`src/rtl/lltc_pkg.sv`:
```
// Package: shared constants and types for the LCD line timing controller
`timescale 1ns / 1ps
package lltc_pkg;
    localparam int DMG_MODEL_DEF     = 1;
    localparam int MAX_OBJECTS_DEF   = 10;
    localparam int LINE_DOTS_DEF     = 456;
    localparam int VISIBLE_LINES_DEF = 144;
    localparam int SCAN_DOTS_DEF     = 80;
    localparam int DRAW_DOTS_DEF     = 172;

    localparam int TABLE_BYTES = 160;
    localparam int STORE_BYTES = 40;
    localparam int NUM_ENTRIES = 40;
    localparam logic [9:0] DOT_MAX = 10'd1023;

    localparam logic [1:0] CMD_TICK  = 2'd0;
    localparam logic [1:0] CMD_READ  = 2'd1;
    localparam logic [1:0] CMD_WRITE = 2'd2;

    localparam logic [1:0] MODE_HBLANK = 2'd0;
    localparam logic [1:0] MODE_VBLANK = 2'd1;
    localparam logic [1:0] MODE_SCAN   = 2'd2;
    localparam logic [1:0] MODE_DRAW   = 2'd3;

    localparam logic [2:0] REG_LCD_ON   = 3'd0;
    localparam logic [2:0] REG_OBJ_ON   = 3'd1;
    localparam logic [2:0] REG_TALL     = 3'd2;
    localparam logic [2:0] REG_BGWIN_ON = 3'd3;
    localparam logic [2:0] REG_WIN_ON   = 3'd4;
    localparam logic [2:0] REG_SCROLL_X = 3'd5;
    localparam logic [2:0] REG_WINDOW_Y = 3'd6;
    localparam logic [2:0] REG_WINDOW_X = 3'd7;

    typedef struct packed {
        logic       lcd_on;
        logic       obj_on;
        logic       tall_objects;
        logic       bg_window_on;
        logic       window_on;
        logic [7:0] scroll_x;
        logic [7:0] window_y;
        logic [7:0] window_x;
    } cfg_t;
endpackage

```
`src/rtl/lltc_cfg.sv`:
```
// Configuration register file
`timescale 1ns / 1ps
module lltc_cfg
(
    input  logic           clk,
    input  logic           rst_n,
    input  logic           cfg_we,
    input  logic [3:0]     cfg_index,
    input  logic [7:0]     cfg_data,
    output lltc_pkg::cfg_t cfg
);
    import lltc_pkg::*;

    cfg_t cfg_reg;

    always_ff @(posedge clk or negedge rst_n)
    begin
        if (!rst_n)
        begin
            cfg_reg <= '0;
        end
        else if (cfg_we && !cfg_index[3])
        begin
            unique case (cfg_index[2:0])
                REG_LCD_ON:   cfg_reg.lcd_on       <= cfg_data[0];
                REG_OBJ_ON:   cfg_reg.obj_on       <= cfg_data[0];
                REG_TALL:     cfg_reg.tall_objects <= cfg_data[0];
                REG_BGWIN_ON: cfg_reg.bg_window_on <= cfg_data[0];
                REG_WIN_ON:   cfg_reg.window_on    <= cfg_data[0];
                REG_SCROLL_X: cfg_reg.scroll_x     <= cfg_data;
                REG_WINDOW_Y: cfg_reg.window_y     <= cfg_data;
                REG_WINDOW_X: cfg_reg.window_x     <= cfg_data;
                default:      cfg_reg              <= cfg_reg;
            endcase
        end
    end

    assign cfg = cfg_reg;
endmodule

```
`src/rtl/lcd_line_timing_controller.sv`:
```
// Top level: LCD line sequencer with sequenced object scan and penalty walk
`timescale 1ns / 1ps
// Channel  | Direction | Handshake          | Payload
// in       | input     | in_valid/in_stall  | command, dots_elapsed, address, write_data
// out      | output    | out_valid/out_stall| read_data, mode, line, vblank_irq, objects_found
// cfg      | input     | cfg_we             | cfg_index, cfg_data
// A tick with the display off goes straight to S_OUT; writes, blocked reads and
// ticks outside object scan pass through S_MEM or S_TICK; an open read adds S_POST.
// A tick in object scan walks the sprite entries (up to 40), copying each selected
// object; entry to draw adds a penalty walk over the selected objects, one per step.
// After reset a clearing pass zeroes all 160 bytes of the sprite table.
// in_stall is high while an item is in work; a finished transfer waits in the
// output register and the sequencer holds in S_OUT while that register is stalled.
module lcd_line_timing_controller
#(
    parameter int DMG_MODEL     = lltc_pkg::DMG_MODEL_DEF,
    parameter int MAX_OBJECTS   = lltc_pkg::MAX_OBJECTS_DEF,
    parameter int LINE_DOTS     = lltc_pkg::LINE_DOTS_DEF,
    parameter int VISIBLE_LINES = lltc_pkg::VISIBLE_LINES_DEF,
    parameter int SCAN_DOTS     = lltc_pkg::SCAN_DOTS_DEF,
    parameter int DRAW_DOTS     = lltc_pkg::DRAW_DOTS_DEF
)
(
    input  logic       clk,
    input  logic       rst_n,
    input  logic       in_valid,
    output logic       in_stall,
    input  logic [1:0] command,
    input  logic [6:0] dots_elapsed,
    input  logic [7:0] address,
    input  logic [7:0] write_data,
    output logic       out_valid,
    input  logic       out_stall,
    output logic [7:0] read_data,
    output logic [1:0] mode,
    output logic [7:0] line,
    output logic       vblank_irq,
    output logic [3:0] objects_found,
    input  logic       cfg_we,
    input  logic [3:0] cfg_index,
    input  logic [7:0] cfg_data
);
    import lltc_pkg::*;

    localparam logic [3:0] MAXO = 4'(MAX_OBJECTS);
    localparam logic [9:0] LDOTS = 10'(LINE_DOTS);
    localparam logic [7:0] VLINES = 8'(VISIBLE_LINES);
    localparam logic [7:0] LAST_LINE = 8'((VISIBLE_LINES + 10) % 256);

    localparam logic [3:0] S_CLEAR = 4'd0, S_IDLE = 4'd1, S_TICK = 4'd2,
        S_SCAN_RD = 4'd3, S_SCAN_CHK = 4'd4, S_SCAN_CP = 4'd5, S_PEN_RD = 4'd6,
        S_PEN = 4'd7, S_PEN_END = 4'd8, S_MEM = 4'd9, S_OUT = 4'd10,
        S_POST = 4'd11;

    cfg_t cfg;
    lltc_cfg u_cfg (.clk(clk), .rst_n(rst_n), .cfg_we(cfg_we), .cfg_index(cfg_index),
        .cfg_data(cfg_data), .cfg(cfg));

    logic [3:0] state_reg, state_next;
    logic [9:0] dot_reg;
    logic [1:0] mode_reg;
    logic [7:0] line_reg;
    logic       en_reg, whit_reg;
    logic [3:0] tot_reg;
    logic [6:0] pen_reg;
    logic [7:0] ptr_reg;
    logic [5:0] end_reg;
    logic [1:0] cp_reg;
    logic [1:0] cmd_reg;
    logic [7:0] addr_reg, wd_reg;
    logic [9:0] old_reg;
    logic       irq_reg;
    logic [63:0] seen_reg;
    logic [7:0] acc_reg;
    logic [7:0] rd_reg;
    logic [7:0] mem_q_reg;
    logic [7:0] st_q_reg;
    logic [7:0] rd_out_reg;
    logic [1:0] mode_out_reg;
    logic [7:0] line_out_reg;
    logic       irq_out_reg;
    logic [3:0] objs_out_reg;

    logic [7:0] sprite_mem [TABLE_BYTES];
    logic [7:0] store_mem [STORE_BYTES];

    // sprite table port
    logic       sp_we;
    logic [7:0] sp_waddr, sp_raddr, sp_wdata;
    always_ff @(posedge clk)
    begin
        if (sp_we)
        begin
            sprite_mem[sp_waddr] <= sp_wdata;
        end
        mem_q_reg <= sprite_mem[sp_raddr];
    end

    // object store port
    logic       os_we;
    logic [5:0] os_waddr, os_raddr;
    always_ff @(posedge clk)
    begin
        if (os_we)
        begin
            store_mem[os_waddr] <= mem_q_reg;
        end
        st_q_reg <= store_mem[os_raddr];
    end

    logic in_acc;
    assign in_acc = in_valid && !in_stall;
    assign in_stall = (state_reg != S_IDLE);

    logic       out_v_reg;
    assign out_valid = out_v_reg;

    logic load_out;
    assign load_out = (state_reg == S_OUT) && (!out_v_reg || !out_stall);

    // tick arithmetic
    logic [10:0] sum;
    logic [9:0]  nd;
    assign sum = {1'b0, dot_reg} + 11'(dots_elapsed);
    assign nd  = sum[10] ? DOT_MAX : sum[9:0];

    logic [8:0] top;
    logic [7:0] y_ent;
    logic       hit;
    always_comb
    begin
        top = {1'b0, line_reg + 8'd16};
        y_ent = mem_q_reg;
        hit = ({1'b0, y_ent} <= top) &&
            ({1'b0, y_ent} + (cfg.tall_objects ? 9'd16 : 9'd8) > top);
    end

    logic win;
    assign win = (DMG_MODEL != 0) ? (cfg.bg_window_on && cfg.window_on && whit_reg)
                                  : (cfg.window_on && whit_reg);

    // penalty unit: one object per step
    logic [7:0] x, pos, xm1;
    logic       wt;
    logic [5:0] idx;
    logic [3:0] add;
    always_comb
    begin
        x = st_q_reg;
        xm1 = x - 8'd1;
        wt = win && (xm1 >= cfg.window_x);
        pos = wt ? (xm1 - cfg.window_x) : (x - 8'd8 + cfg.scroll_x);
        idx = {wt, pos[7:3]};
        add = 4'd6;
        if (x == 8'd0)
        begin
            add = 4'd11;
        end
        else if (!seen_reg[idx] && pos[2:0] < 3'd5)
        begin
            add = 4'd11 - 4'(pos[2:0]);
        end
    end

    logic [9:0] draw_end;
    assign draw_end = 10'(SCAN_DOTS) + 10'(DRAW_DOTS) + 10'(pen_reg);

    always_comb
    begin
        sp_we = 1'b0;
        sp_waddr = addr_reg;
        sp_wdata = wd_reg;
        sp_raddr = addr_reg;
        os_we = 1'b0;
        os_waddr = 6'(tot_reg) * 6'd4 + 6'(cp_reg);
        os_raddr = 6'd1;
        if (state_reg == S_CLEAR)
        begin
            sp_we = 1'b1;
            sp_waddr = ptr_reg;
            sp_wdata = 8'd0;
        end
        else if (state_reg == S_MEM && cmd_reg == CMD_WRITE && mode_reg[1] == 1'b0 &&
            addr_reg < 8'(TABLE_BYTES))
        begin
            sp_we = 1'b1;
        end
        if (state_reg == S_SCAN_RD || state_reg == S_SCAN_CHK || state_reg == S_SCAN_CP)
        begin
            sp_raddr = {ptr_reg[5:0], 2'b00} + 8'(cp_reg);
        end
        if (state_reg == S_SCAN_CP)
        begin
            os_we = 1'b1;
            os_waddr = 6'(tot_reg) * 6'd4 + 6'(cp_reg) - 6'd1;
        end
        // prefetch the x byte of the next object
        if (state_reg == S_PEN && ptr_reg[3:0] < 4'd9)
        begin
            os_raddr = 6'(ptr_reg[3:0] + 4'd1) * 6'd4 + 6'd1;
        end
    end

    always_ff @(posedge clk or negedge rst_n)
    begin
        if (!rst_n)
        begin
            state_reg <= S_CLEAR;
            dot_reg <= '0; mode_reg <= MODE_HBLANK; line_reg <= '0;
            en_reg <= 1'b0; whit_reg <= 1'b0; tot_reg <= '0; pen_reg <= '0;
            ptr_reg <= '0; end_reg <= '0; cp_reg <= '0; cmd_reg <= CMD_TICK;
            addr_reg <= '0; wd_reg <= '0; old_reg <= '0; irq_reg <= 1'b0;
            seen_reg <= '0; acc_reg <= '0; rd_reg <= 8'hFF;
            out_v_reg <= 1'b0;
            rd_out_reg <= 8'hFF; mode_out_reg <= MODE_HBLANK; line_out_reg <= '0;
            irq_out_reg <= 1'b0; objs_out_reg <= '0;
        end
        else
        begin
            if (load_out)
            begin
                out_v_reg <= 1'b1;
                rd_out_reg <= rd_reg;
                mode_out_reg <= mode_reg;
                line_out_reg <= line_reg;
                irq_out_reg <= irq_reg;
                objs_out_reg <= tot_reg;
            end
            else if (out_v_reg && !out_stall)
            begin
                out_v_reg <= 1'b0;
            end
            state_reg <= state_next;
            unique case (state_reg)
                S_CLEAR:
                begin
                    ptr_reg <= ptr_reg + 8'd1;
                end
                S_IDLE:
                begin
                    if (in_acc)
                    begin
                        cmd_reg <= command; addr_reg <= address; wd_reg <= write_data;
                        irq_reg <= 1'b0; rd_reg <= 8'hFF;
                        if (command == CMD_TICK)
                        begin
                            if (!cfg.lcd_on)
                            begin
                                if (en_reg)
                                begin
                                    en_reg <= 1'b0; line_reg <= '0;
                                    dot_reg <= '0; mode_reg <= MODE_HBLANK;
                                end
                            end
                            else
                            begin
                                en_reg <= 1'b1;
                                if (!en_reg)
                                begin
                                    mode_reg <= MODE_SCAN;
                                end
                                old_reg <= en_reg ? dot_reg : dot_reg;
                                dot_reg <= nd;
                                ptr_reg <= {1'b0, dot_reg[7:1]};
                                end_reg <= (nd[9:1] > 9'd40) ? 6'd40 : nd[6:1];
                            end
                        end
                    end
                end
                S_TICK:
                begin
                    unique case (mode_reg)
                        MODE_SCAN:
                        begin
                            cp_reg <= '0;
                            if (DMG_MODEL == 0)
                            begin
                                ptr_reg <= '0;
                                end_reg <= (dot_reg >= 10'(SCAN_DOTS)) ? 6'd40 : 6'd0;
                            end
                            else if (dot_reg[9:1] > 9'd40 && old_reg[9:1] > 9'd40)
                            begin
                                ptr_reg <= 8'd40;
                            end
                        end
                        MODE_DRAW:
                        begin
                            if (dot_reg >= draw_end) mode_reg <= MODE_HBLANK;
                        end
                        MODE_HBLANK:
                        begin
                            if (dot_reg >= LDOTS)
                            begin
                                dot_reg <= dot_reg - LDOTS;
                                line_reg <= line_reg + 8'd1;
                                if (line_reg + 8'd1 == VLINES)
                                begin
                                    mode_reg <= MODE_VBLANK; irq_reg <= 1'b1;
                                    whit_reg <= 1'b0;
                                end
                                else
                                begin
                                    mode_reg <= MODE_SCAN; tot_reg <= '0;
                                    if (cfg.window_y == line_reg + 8'd1) whit_reg <= 1'b1;
                                end
                            end
                        end
                        default:
                        begin
                            if (dot_reg >= LDOTS)
                            begin
                                dot_reg <= dot_reg - LDOTS;
                                line_reg <= line_reg + 8'd1;
                                if (line_reg + 8'd1 == LAST_LINE)
                                begin
                                    mode_reg <= MODE_SCAN; tot_reg <= '0; line_reg <= '0;
                                end
                            end
                        end
                    endcase
                end
                S_SCAN_RD:
                begin
                    cp_reg <= '0;
                end
                S_SCAN_CHK:
                begin
                    if (hit)
                    begin
                        cp_reg <= 2'd1;
                    end
                    else
                    begin
                        ptr_reg <= ptr_reg + 8'd1;
                    end
                end
                S_SCAN_CP:
                begin
                    cp_reg <= cp_reg + 2'd1;
                    if (cp_reg == 2'd3)
                    begin
                        tot_reg <= tot_reg + 4'd1;
                        ptr_reg <= ptr_reg + 8'd1;
                    end
                end
                S_PEN_RD:
                begin
                    ptr_reg <= '0; seen_reg <= '0;
                    acc_reg <= {5'd0, cfg.scroll_x[2:0]} + (win ? 8'd6 : 8'd0);
                end
                S_PEN:
                begin
                    if (cfg.obj_on && ptr_reg[3:0] < tot_reg)
                    begin
                        acc_reg <= acc_reg + 8'(add);
                        if (x != 8'd0) seen_reg[idx] <= 1'b1;
                        ptr_reg <= ptr_reg + 8'd1;
                    end
                end
                S_PEN_END:
                begin
                    pen_reg <= acc_reg[6:0];
                    mode_reg <= MODE_DRAW;
                end
                S_MEM:
                begin
                    if (cmd_reg == CMD_READ && !mode_reg[1] && addr_reg < 8'(TABLE_BYTES))
                        rd_reg <= 8'hFF;
                end
                S_POST:
                begin
                    rd_reg <= mem_q_reg;
                end
                default:
                begin
                end
            endcase
        end
    end

    logic scan_more;
    assign scan_more = (ptr_reg < 8'(end_reg)) && (tot_reg < MAXO) && (ptr_reg < 8'd40);

    always_comb
    begin
        state_next = state_reg;
        unique case (state_reg)
            S_CLEAR:    state_next = (ptr_reg == 8'(TABLE_BYTES - 1)) ? S_IDLE : S_CLEAR;
            S_IDLE:
            begin
                if (in_acc)
                begin
                    if (command == CMD_TICK)
                        state_next = cfg.lcd_on ? S_TICK : S_OUT;
                    else
                        state_next = S_MEM;
                end
            end
            S_TICK:
            begin
                if (mode_reg == MODE_SCAN)
                    state_next = S_SCAN_RD;
                else
                    state_next = S_OUT;
            end
            S_SCAN_RD:  state_next = scan_more ? S_SCAN_CHK :
                ((dot_reg >= 10'(SCAN_DOTS)) ? S_PEN_RD : S_OUT);
            S_SCAN_CHK: state_next = hit ? S_SCAN_CP : S_SCAN_RD;
            S_SCAN_CP:  state_next = (cp_reg == 2'd3) ? S_SCAN_RD : S_SCAN_CP;
            S_PEN_RD:   state_next = S_PEN;
            S_PEN:      state_next = (cfg.obj_on && ptr_reg[3:0] < tot_reg &&
                ptr_reg[3:0] != 4'd9) ? S_PEN : S_PEN_END;
            S_PEN_END:  state_next = S_OUT;
            S_MEM:      state_next = (cmd_reg == CMD_READ && !mode_reg[1] &&
                addr_reg < 8'(TABLE_BYTES)) ? S_POST : S_OUT;
            S_POST:     state_next = S_OUT;
            S_OUT:      state_next = load_out ? S_IDLE : S_OUT;
            default:    state_next = S_IDLE;
        endcase
    end

    assign read_data = rd_out_reg;
    assign mode = mode_out_reg;
    assign line = line_out_reg;
    assign vblank_irq = irq_out_reg;
    assign objects_found = objs_out_reg;

    assert property (@(posedge clk) disable iff (!rst_n) (out_valid && out_stall) |=>
        (out_valid && $stable({read_data, mode, line, vblank_irq, objects_found})))
        else $error("output changed while stalled");
    assert property (@(posedge clk) disable iff (!rst_n) objects_found <= MAXO)
        else $error("object count overflow");
    assert property (@(posedge clk) disable iff (!rst_n)
        (state_reg != S_IDLE) |-> in_stall)
        else $error("ready while busy");
endmodule

```
`config.mk`:
```
export PLATFORM = sky130hd
export DESIGN_NAME = lcd_line_timing_controller
export DESIGN_NICKNAME = d
export VERILOG_FILES = /design/src/rtl/lltc_pkg.sv /design/src/rtl/lltc_cfg.sv /design/src/rtl/lcd_line_timing_controller.sv
export SDC_FILE = /design/constraint.sdc
export NUM_CORES = 2
export LEC_CHECK = 0
export BUFFER_PORTS_ARGS = -buffer_cell sky130_fd_sc_hd__buf_2
export CAP_MARGIN = 20
export CORE_ASPECT_RATIO = 0.75
export CORE_MARGIN = 3
export CORE_UTILIZATION = 60
export DETAILED_ROUTE_END_ITERATION = 8
export HOLD_SLACK_MARGIN = 0.15
export PLACE_DENSITY_LB_ADDON = 0.2
export SYNTH_ARGS = -nofsm -noshare
export SYNTH_HDL_FRONTEND = slang
export SYNTH_SLANG_ARGS = --single-unit
```
`constraint.sdc`:
```
create_clock -name clk -period 10.15 [get_ports clk]
set_clock_uncertainty 0.15 [all_clocks]
set_input_delay 1.015 -clock clk [delete_from_list [all_inputs] [get_ports clk]]
set_output_delay 1.015 -clock clk [all_outputs]
set_load 0.02 [all_outputs]
```
==> summary.txt <==
outcome = finished clean
Crit path largest cell delay = 0.82 ns
drt total wl = 184.0 mm
largest cells by area after synthesis = edfxtp_1 60%, dfrtp_1 7.2%, nand2_1 6.9%
worst r2r src = st_q_reg[2]
Top Ports = 67
final count of negative-setup-slack endpoints = 0
setup TNS = 0 ns
FF+latch count, synth = 1589
die width = 395.1 um
Sw Share = 42.02%
clk_lat worst skew = 0.78 ns
most used routing layer = met1
vias in the first global route = 43.17k
Synth Net Count = 5603
Overall Power = 24.75 mW
min-delay worst type = in2reg
first-pass GRT wire length = 275.6 mm
Layout Utilization = 66.54%
VDD IR max = 0.3624 mV
unrepaired setup endpoints after global routing = false
Slew Limit Fails = 0
Worst Path Arrival = 7.11 ns
pwr/cell area = 331.9 nW/um^2
CP Cell Sequence = nor2_1 > nand3_1 > nor4_1 > xor2_1 > ha_1 > a21oi_1 > o21ai_0 > and2_1 > nor2_4 > buf_4 > a21o_1 > a31oi_1 > o41ai_1 > nand4_1 > nor3_2 > nand3_1 > fa_1 > a21o_1 > a21oi_1 > nor2_1 > nand3_1 > xor2_1 > nor2_1
Max Cap Viol = 0
total track usage = 31.08%
share of cells above drive strength 1 = 9.538%
hold path depth = 2
gpl congestion = 0.9239
Post-synth EDFFs = 1360
Net Switching = 10.40 mW
Final nets = 5582
Avg Cell Area, Syn = 12.45 sq um
M2 GR Usage = 42.53%
Slew headroom = 16.12%
DRT Pass-1 Iters = 8
power share of the combinational group = 41.1%
H-tree Lvls = 4
max FFs per register = 1280
root buffer cell = clkbuf_16
largest net degree at the start of global routing = 165
Final Hold Viols = 0
Pint = 14.35 mW
met1 global-route usage = 47.74%
CTS Sinks = 1589
Area growth, synth to finish = 9.457%
CTS Buf Count = 149
crit path from = st_q_reg[2]
Syn Inst Count = 5471
num rows = 106
Hold WS = 0.3261 ns
f_max = 150.5 MHz
DR vias/cell = 6.467
Period minus WS final = 6.646 ns
slew at the pin closest to its max-slew limit = 1.245 ns
total number of vias = 45.79k
starting density of the core = 60.79%
initial antenna violation count = 4
antenna-violating nets left = 0
met3 track demand over resource = 8.657%
CTS tree = built
Post-DP HPWL = 111.7 mm
CP startpoint kind = flop
async set-reset flop share out of synthesis = 13.40%
R2R depth = 23
Final period util = 65.48%
I/O Buffers = 66
Mapped Area = 68130 sq um
DR iter-0 viols = 6823
grt total ovfl = 0
die height = 297.8 um
CP Max Fanout = 54
Leakage = 26.63 nW
Warnings, synthesis = 0
count of cell types in the netlist = 93
Clk pwr share = 22.7%
R2R Setup Slk = 3.50 ns
sequential-to-total area share from yosys stat = 68.26%
Synth top area share = 59.94%
DR DRC count = 0
CTS max path bufs = 3
Primary FF master, synth = edfxtp_1
Clk pin slew, worst setup/hold paths = 0.06 ns
Hold Startpoint = address[7]
Sequential Power Share = 36.2%
Worst Path Class, Setup = reg2reg
die area = 117700 sq um
Yosys top cell by area = edfxtp_1
average routed wire per standard cell = 25.99 um
Core Region = 112100 sq um
CP max stage cell = nor2_4
Critical Path RT = 10.61 ns
CP endpoint kind = flop
[power groups by stage]
stage          clock network [mW]  logic, mW  registers (mW)
3_3_place_gp                    0       9.69            9.06
3_5_place_dp                    0       9.88            9.07
4_1_cts                      5.66       9.94            8.93
5_1_grt                      5.93       10.9            8.99
2_1_floorplan                   0       6.49            9.04
6_report                     5.61       10.2            8.96
[cell usage after synthesis, types with 88 or more instances]
| cell | instances |
|---|---|
| o21ai_0 | 120 |
| nand3_1 | 430 |
| nor2_1 | 337 |
| clkbuf_1 | 136 |
| and3_1 | 90 |
| a21oi_1 | 144 |
| edfxtp_1 | 1360 |
| a31oi_1 | 125 |
| nand2_1 | 1258 |
| mux2i_1 | 88 |
| dfrtp_1 | 197 |
| buf_2 | 129 |
[logic make-up (layout without fill, tap and decap cells)]
family | count (synthesis) | count (layout) | share of synthesized area (%)
other cells | 0 | 2 | 0
compound gates | 783 | 783 | 7.851
fa+ha+maj | 90 | 90 | 1.719
flops | 1589 | 1589 | 68.26
simple gates | 2365 | 2365 | 15.10
buf+inv | 408 | 504 | 2.852
xor+xnor | 51 | 51 | 0.6556
mux | 185 | 185 | 3.557
[cell type report]
cell class                      instances  area, sq um
Clock inverter                         84        908.4
Inverter                               86        322.8
Clock buffer                          184         3953
Tap cell                             1512         1892
Sequential cell                      1589        46510
Antenna cell                            2        5.005
Multi-Input combinational cell       3474        19860
Fill cell                            7991        37490
Timing Repair Buffer                  150         1122
[timing repair]
item,CTS,global route
setup buffers,0,0
hold endpoints to repair,49,0
hold buffers,1,0
resized for setup,0,0
setup endpoints to repair,0,0
[worst paths after layout]
kind | end
max | acc_reg[6]
min | addr_reg[7]
max reg2reg | acc_reg[6]
min reg2reg | objects_found[2]
max in group asynchronous | seen_reg[51]
min in group asynchronous | dot_reg[9]
[metrics by stage]
stage,instance area (sq um),cells,worst slack [ns]
after floorplan,68130,5471,4.031
after global placement,69640,6807,3.739
after detailed placement,69670,6809,3.643
after CTS,74540,7078,3.604
after global routing,74570,7080,2.951
final,74580,7081,3.504
[per-layer routing]
| layer | part of all wire, % | vias to the layer above |
|---|---|---|
| met3 | 13 | 340 |
| met4 | 3.2 | 0 |
| met5 | 0 | - |
| met2 | 42 | 2769 |
| met1 | 41 | 22530 |
| li1 | - | 20150 |
[critical path, delay by kind of cell, from the launching register on]
family,cells,cell delay [ns]
AO/OA/AOI/OAI,7,1.39
XOR/XNOR,2,0.36
adder cells (fa/ha/maj),2,0.74
buffers and inverters,1,0.60
flip-flops,1,0.35
AND/OR/NAND/NOR,11,2.86
[cell usage in the layout (no fill, tap or decap), types with 66 or more instances in the layout]
master	n
buf_4	71
a21oi_1	144
a31oi_1	125
mux2i_1	87
edfxtp_1	1360
o21ai_0	119
ha_1	84
dfrtp_1	197
nand4_1	68
and3_1	90
nand3_1	430
nor2_1	331
inv_1	83
nand2_1	1258
buf_2	66
clkbuf_16	150
a311oi_1	80
Note: power is estimated with default switching activity, not from simulation.
